--- config.mk ---
export PLATFORM = sky130hd
export DESIGN_NAME = ofc_ctrl
export DESIGN_NICKNAME = d
export VERILOG_FILES = /design/src/rtl/core/ofc_pkg.sv /design/src/rtl/core/ofc_ctrl.sv
export SDC_FILE = /design/constraint.sdc
export NUM_CORES = 1
export LEC_CHECK = 0
export ABC_AREA = 1
export ABC_CLOCK_PERIOD_IN_PS = 1450
export BUFFER_PORTS_ARGS = -buffer_cell sky130_fd_sc_hd__buf_2
export CORE_MARGIN = 2
export CORE_UTILIZATION = 25
export DETAILED_ROUTE_END_ITERATION = 16
export MAX_ROUTING_LAYER = met4
export SETUP_SLACK_MARGIN = 0.02
export SLEW_MARGIN = 20
export SYNTH_ARGS = -nofsm -noshare
export SYNTH_HDL_FRONTEND = slang
export SYNTH_SLANG_ARGS = --single-unit
export TNS_END_PERCENT = 20
--- constraint.sdc ---
create_clock -name i_clk -period 1.45 [get_ports i_clk]
set_clock_uncertainty 0.05 [all_clocks]
set_input_delay 0 -clock i_clk [delete_from_list [all_inputs] [get_ports i_clk]]
set_output_delay 0 -clock i_clk [all_outputs]
set_load 0.01 [all_outputs]
--- src/rtl/core/ofc_pkg.sv ---
// shared types and constants of the one-time-programmable fuse controller
package ofc_pkg;

    // bus access kinds
    localparam logic [1:0] ACT_READ  = 2'd0;
    localparam logic [1:0] ACT_WRITE = 2'd1;

    // bus responses
    localparam logic [1:0] RESP_OK    = 2'd0;
    localparam logic [1:0] RESP_BURST = 2'd1;
    localparam logic [1:0] RESP_BE    = 2'd2;
    localparam logic [1:0] RESP_CMD   = 2'd3;

    // register byte offsets
    localparam logic [11:0] OFF_CTRL        = 12'h000;
    localparam logic [11:0] OFF_STATUS      = 12'h004;
    localparam logic [11:0] OFF_ADDR        = 12'h008;
    localparam logic [11:0] OFF_WDATA       = 12'h00C;
    localparam logic [11:0] OFF_RDATA       = 12'h010;
    localparam logic [11:0] OFF_LOCK        = 12'h014;
    localparam logic [11:0] OFF_READ_LOCK   = 12'h018;
    localparam logic [11:0] OFF_ERR_STATUS  = 12'h01C;
    localparam logic [11:0] OFF_INTR_ENABLE = 12'h020;
    localparam logic [11:0] OFF_INTR_STATE  = 12'h024;
    localparam logic [11:0] OFF_SIZE_WORDS  = 12'h028;
    localparam logic [11:0] OFF_PART_SIZE   = 12'h02C;

    // control register bits
    localparam int CTRL_READ  = 0;
    localparam int CTRL_PROG  = 1;
    localparam int CTRL_CLEAR = 2;

    // error codes
    localparam logic [2:0] EC_CLEAR     = 3'd0;
    localparam logic [2:0] EC_ACCESS    = 3'd1;
    localparam logic [2:0] EC_BYTE_EN   = 3'd2;
    localparam logic [2:0] EC_RANGE     = 3'd3;
    localparam logic [2:0] EC_RD_LOCKED = 3'd4;
    localparam logic [2:0] EC_WR_LOCKED = 3'd5;
    localparam logic [2:0] EC_SET_ONLY  = 3'd6;

    localparam int PARTITIONS = 32;

    // commands from the controller to the datapath
    typedef struct packed {
        logic load;   // capture an accepted access
        logic exec;   // carry out the captured access
        logic clear;  // zero one array word during the post-reset sweep
    } t_dp_cmd;

endpackage

--- src/rtl/core/ofc_ctrl.sv ---
// controller state machine: post-reset clearing sweep and access sequencing
module ofc_ctrl
    import ofc_pkg::*;
#(
    parameter int WORDS = 256,
    parameter int IDX_W = 8
) (
    input  logic             i_clk,
    input  logic             i_rst_n,
    input  logic             start,
    output logic             busy,
    output t_dp_cmd          o_cmd,
    output logic [IDX_W-1:0] o_clr_idx
);

    localparam logic [1:0] S_CLEAR = 2'd0;
    localparam logic [1:0] S_IDLE  = 2'd1;
    localparam logic [1:0] S_EXEC  = 2'd2;

    logic [1:0]       r_state;
    logic [1:0]       n_state;
    logic [IDX_W-1:0] r_clr_idx;
    logic [IDX_W-1:0] n_clr_idx;

    always_comb begin
        n_state     = r_state;
        n_clr_idx   = r_clr_idx;
        o_cmd.load  = 1'b0;
        o_cmd.exec  = 1'b0;
        o_cmd.clear = 1'b0;
        case (r_state)
            S_CLEAR: begin
                o_cmd.clear = 1'b1;
                n_clr_idx   = r_clr_idx + 1'b1;
                if (r_clr_idx == IDX_W'(WORDS - 1)) begin
                    n_state = S_IDLE;
                end
            end
            S_IDLE: begin
                if (start) begin
                    o_cmd.load = 1'b1;
                    n_state    = S_EXEC;
                end
            end
            S_EXEC: begin
                o_cmd.exec = 1'b1;
                n_state    = S_IDLE;
            end
            default: begin
                n_state = S_CLEAR;
            end
        endcase
    end

    always_ff @(posedge i_clk) begin
        if (!i_rst_n) begin
            r_state   <= S_CLEAR;
            r_clr_idx <= '0;
        end else begin
            r_state   <= n_state;
            r_clr_idx <= n_clr_idx;
        end
    end

    assign busy      = (r_state != S_IDLE);
    assign o_clr_idx = r_clr_idx;

endmodule

==> Yosys cells after proc, flatten, opt, wreduce, memory -nomap -nowiden <==
Cells that the tools add are included.
{ "op_classes": {"n_eq_ne": 6, "add_sub_neg": 1, "n_reduce_logical": 2, "n_mux": 7} }
{ "op_table": {"columns": ["operator", "count"], "rows": [
  ["$add A8 B1 Y8 const B", 1],
  ["$eq A8 B8 Y1 const B", 1],
  ["$pmux W2 S3", 1],
  ["$mux W1", 4],
  ["$mux W2", 2],
  ["$ne A2 B2 Y1 const B", 2],
  ["$eq A2 B1 Y1 const B", 1],
  ["$eq A2 B2 Y1 const B", 1],
  ["$logic_not A2 Y1", 1],
  ["$ne A2 B1 Y1 const B", 1],
  ["$reduce_and A2 Y1", 1]
]} }
{ "totals": {"register_bits": 10, "out_inout_bits": 12, "inputBits": 3} }

==> Logic depth before layout (Yosys ltp) <==
{ "logic_depth": {"depth_word": 3, "ltp_mapped": 7, "depth_no_buf": 7} }

==> Least setup slack after synthesis <==
OpenSTA, ideal clock, no wires.
{ "synth_path": {"path_type": "register to register", "from": "register r_clr_idx[0], in the netlist o_clr_idx[0]", "to": "register r_clr_idx[6], in the netlist o_clr_idx[6]", "slack_ps": 242, "path_stages_with_launch": 7, "t_arrival_ps": 1045, "n_path_buf": 0, "setup_time_ps": 113, "required_time_ps": 1287, "period_less_slack_ps": 1208, "path_cell_list": "dfxtp_1 > ha_1 > nand3_2 > nor2_2 > nand2_1 > nand2_1 > a21oi_2"} }
{ "synth_via": {"elab_chain_len": 1} }
{ "synth_rtl": {"columns": ["item", "line_no", "source"], "rows": [
  ["start, declared", "ofc_ctrl.sv:22", "logic [IDX_W-1:0] r_clr_idx;"],
  ["start signal, assigned", "ofc_ctrl.sv:61", "r_clr_idx <= n_clr_idx;"],
  ["$add A8 B1 Y8", "ofc_ctrl.sv:34", "n_clr_idx = r_clr_idx + 1'b1;"]
]} }
No other way between the ends.
A chain may end at the register's enable or synchronous reset.

==> Final worst setup path <==
{ "layout_path": {"from": "register r_clr_idx[1], in the netlist o_clr_idx[1]", "to": "register r_clr_idx[6], in the netlist o_clr_idx[6]"} }
Same word-level chain as after synthesis.

==> run metrics <==
status=finished clean; starting density of the core=roughly 27%; Worst Max-Slew Pin Slew=0.239 ns; Synth cell types=15; clock power share=36.5%; synth cell count leaders=nand2_1, nor2_1, dfxtp_1; share of cells above drive strength 1=just under 30%; Area Overhead vs Synth=30.4%; # hold bufs at CTS=2; Slew headroom=between 80 and 90%; initial antenna violation count=0; vias per cell=between 4 and 5; post-synth top area share=between 40% and 50%; post-synthesis register bit count=10; Core ar.=about 1800 um2; DR pass1 iterations=2; most frequent cell after synthesis=nand2_1; Critical Path RT=approximately 1.6 ns; crit start category=flip-flop; Final ANT Viol Nets=0; DR iter-0 viols=5; number of flops mapped to enable cells by yosys=0; # diodes=0; first-pass GRT wire length=approximately 1700 um; synth warn=0; reg2reg start=o_clr_idx[1]; WL/cell=9.32 um; asr flop ratio synth=0%; GRT Total Usage=between 10% and 20%; IO Port Bufs=14; Final Power=between 500 and 600 uW; Hold Startpoint=o_clr_idx[6]; Rows=15; Final nets=between 90 and 100; CTS buffer count=3; I/O Pins=15; vias in the first global route=roughly 440; leading area contributor after synthesis=dfxtp_1; syn_area_per_cell=a little over 7 um2; unrepaired setup endpoints after global routing=false; Hold Crit Class=flip-flop to flip-flop; CP Capture Type=flip-flop; Max FO, Critical Path=5; total congestion overflow=0; design area=about 630 um2; Max Cap Viol=0; DR WL met2=approximately 470 um; maximum vdd drop=0.000279 V; Die W=48.1 um; Final WS setup=0.243 ns; WP data arrival=approximately 1.4 ns; sw power=between 100 and 150 uW; met3 routed WL=about 40 um; worst setup path startpoint=o_clr_idx[1]; register area share after synthesis=41.2%; Setup CP Type=flip-flop to flip-flop; clk sink count=10; Post-route DRC=0; Int Power=slightly above 400 uW; CTS H-tree lvls=1; dpl cells=106; Final setup viols=0; TritonCTS clock tree=done; Area after DPL=between 500 and 600 um2; prevailing post-synth register cell=dfxtp_1; drt total wl=between 1000 and 1500 um; Switching Fraction=between 20 and 30%; final non-filler cell total=111; Area contributors post-synth=dfxtp_1, nand2_1, nor2_1; Final min period=around 1.2 ns; hold slack=roughly 0.42 ns; PwrDens=around 850 nW/um2; PostCTS Resize Cnt=0; # Post-CTS Setup Buffers=0; Final Slew Violations=0; largest net degree at the start of global routing=10; f_max=~0.83 GHz; Comb pwr share=9.4%; post-layout util=35.5%; Final Hold Vio Count=0; die area=between 2000 and 2500 um2; Routability Congestion=about 0.81; post-route clock period utilization=about 83%; clock buffer depth=2; DP HPWL=roughly 790 um; die height=a little under 50 um; latest clock arrival within the worst-skew pair=roughly 0.27 ns; M1 wire length=between 400 and 500 um; dpl ws=approximately 0.24 ns; post-synthesis cell area=a little under 500 um2; highest metal used=met4; Synth Net Count=71; Synth Instances=67; Worst-path clk slew=about 0.060 ns; Sequential Power Share=roughly 54%; Leakage=approximately 0.29 nW; setup TNS=0 ns; clk root buf=clkbuf_4; routed vias=477
==> placed cells by master, fill, tap and decap left out <==
master         count
clkbuf_4           3
nand4_1            3
nand2_1           15
nor3_1             3
buf_2             14
nor2_2             1
a21oi_2            1
dlygate4sd3_1      2
nand2_4            1
ha_1               1
nand3_2            2
nor2_4             2
o21ai_0            3
a21oi_1            4
inv_1              9
nor2_1            11
buf_4              1
dfxtp_1           10
==> power by group through the flow <==
stage               logic (mW)  registers, mW  clock network, mW
floorplan               0.0242          0.301                  0
global placement        0.0485          0.296                  0
detailed placement      0.0468          0.297                  0
CTS                     0.0520          0.290              0.198
global route            0.0575          0.292              0.220
finish                  0.0507          0.290              0.196
==> area by class of cell <==
cell class | count | area, um2
clock buffer | 3 | 22.5
fill | 198 | 1150
inverter | 9 | 33.8
multi-input combinational | 47 | 248
sequential | 10 | 200
tap | 25 | 31.3
timing repair buffer | 17 | 97.6
==> sequential cells by signal (all words and copies together) (netlist names) <==
signal and flops:
o_clr_idx 8, r_state 2
==> worst paths after layout <==
check	end	slack, ns	cells past startpoint
setup / recovery	o_clr_idx[6]	0.24	5
hold reg to reg	o_clr_idx[6]	0.42	2
hold / removal	o_clr_idx[6]	0.42	2
setup reg to reg	o_clr_idx[6]	0.24	5
==> cell families after synthesis <==
logic type | after synthesis | share of synthesized area, %
DFF | 10 | 41.2
AOI/OAI and AO/OA | 8 | 9.02
adders and majority gates | 1 | 2.58
buffers and inverters | 10 | 7.73
and+or+nand+nor | 38 | 39.4
==> layer usage <==
| layer | track usage [%] | vias up |
|---|---|---|
| li1 | - | 251 |
| met1 | 12.3 | 211 |
| met3 | 3.40 | 5 |
| met5 | - | - |
| met2 | 16.8 | 10 |
| met4 | 8.11 | 0 |
==> critical path, stage by stage, from the launching register on <==
cell     delay (ns)
dfxtp_1        0.39
ha_1           0.24
nand3_2        0.10
nor2_2         0.15
nand2_1        0.09
a21oi_2        0.13
Power figures use the tool's default switching activity.
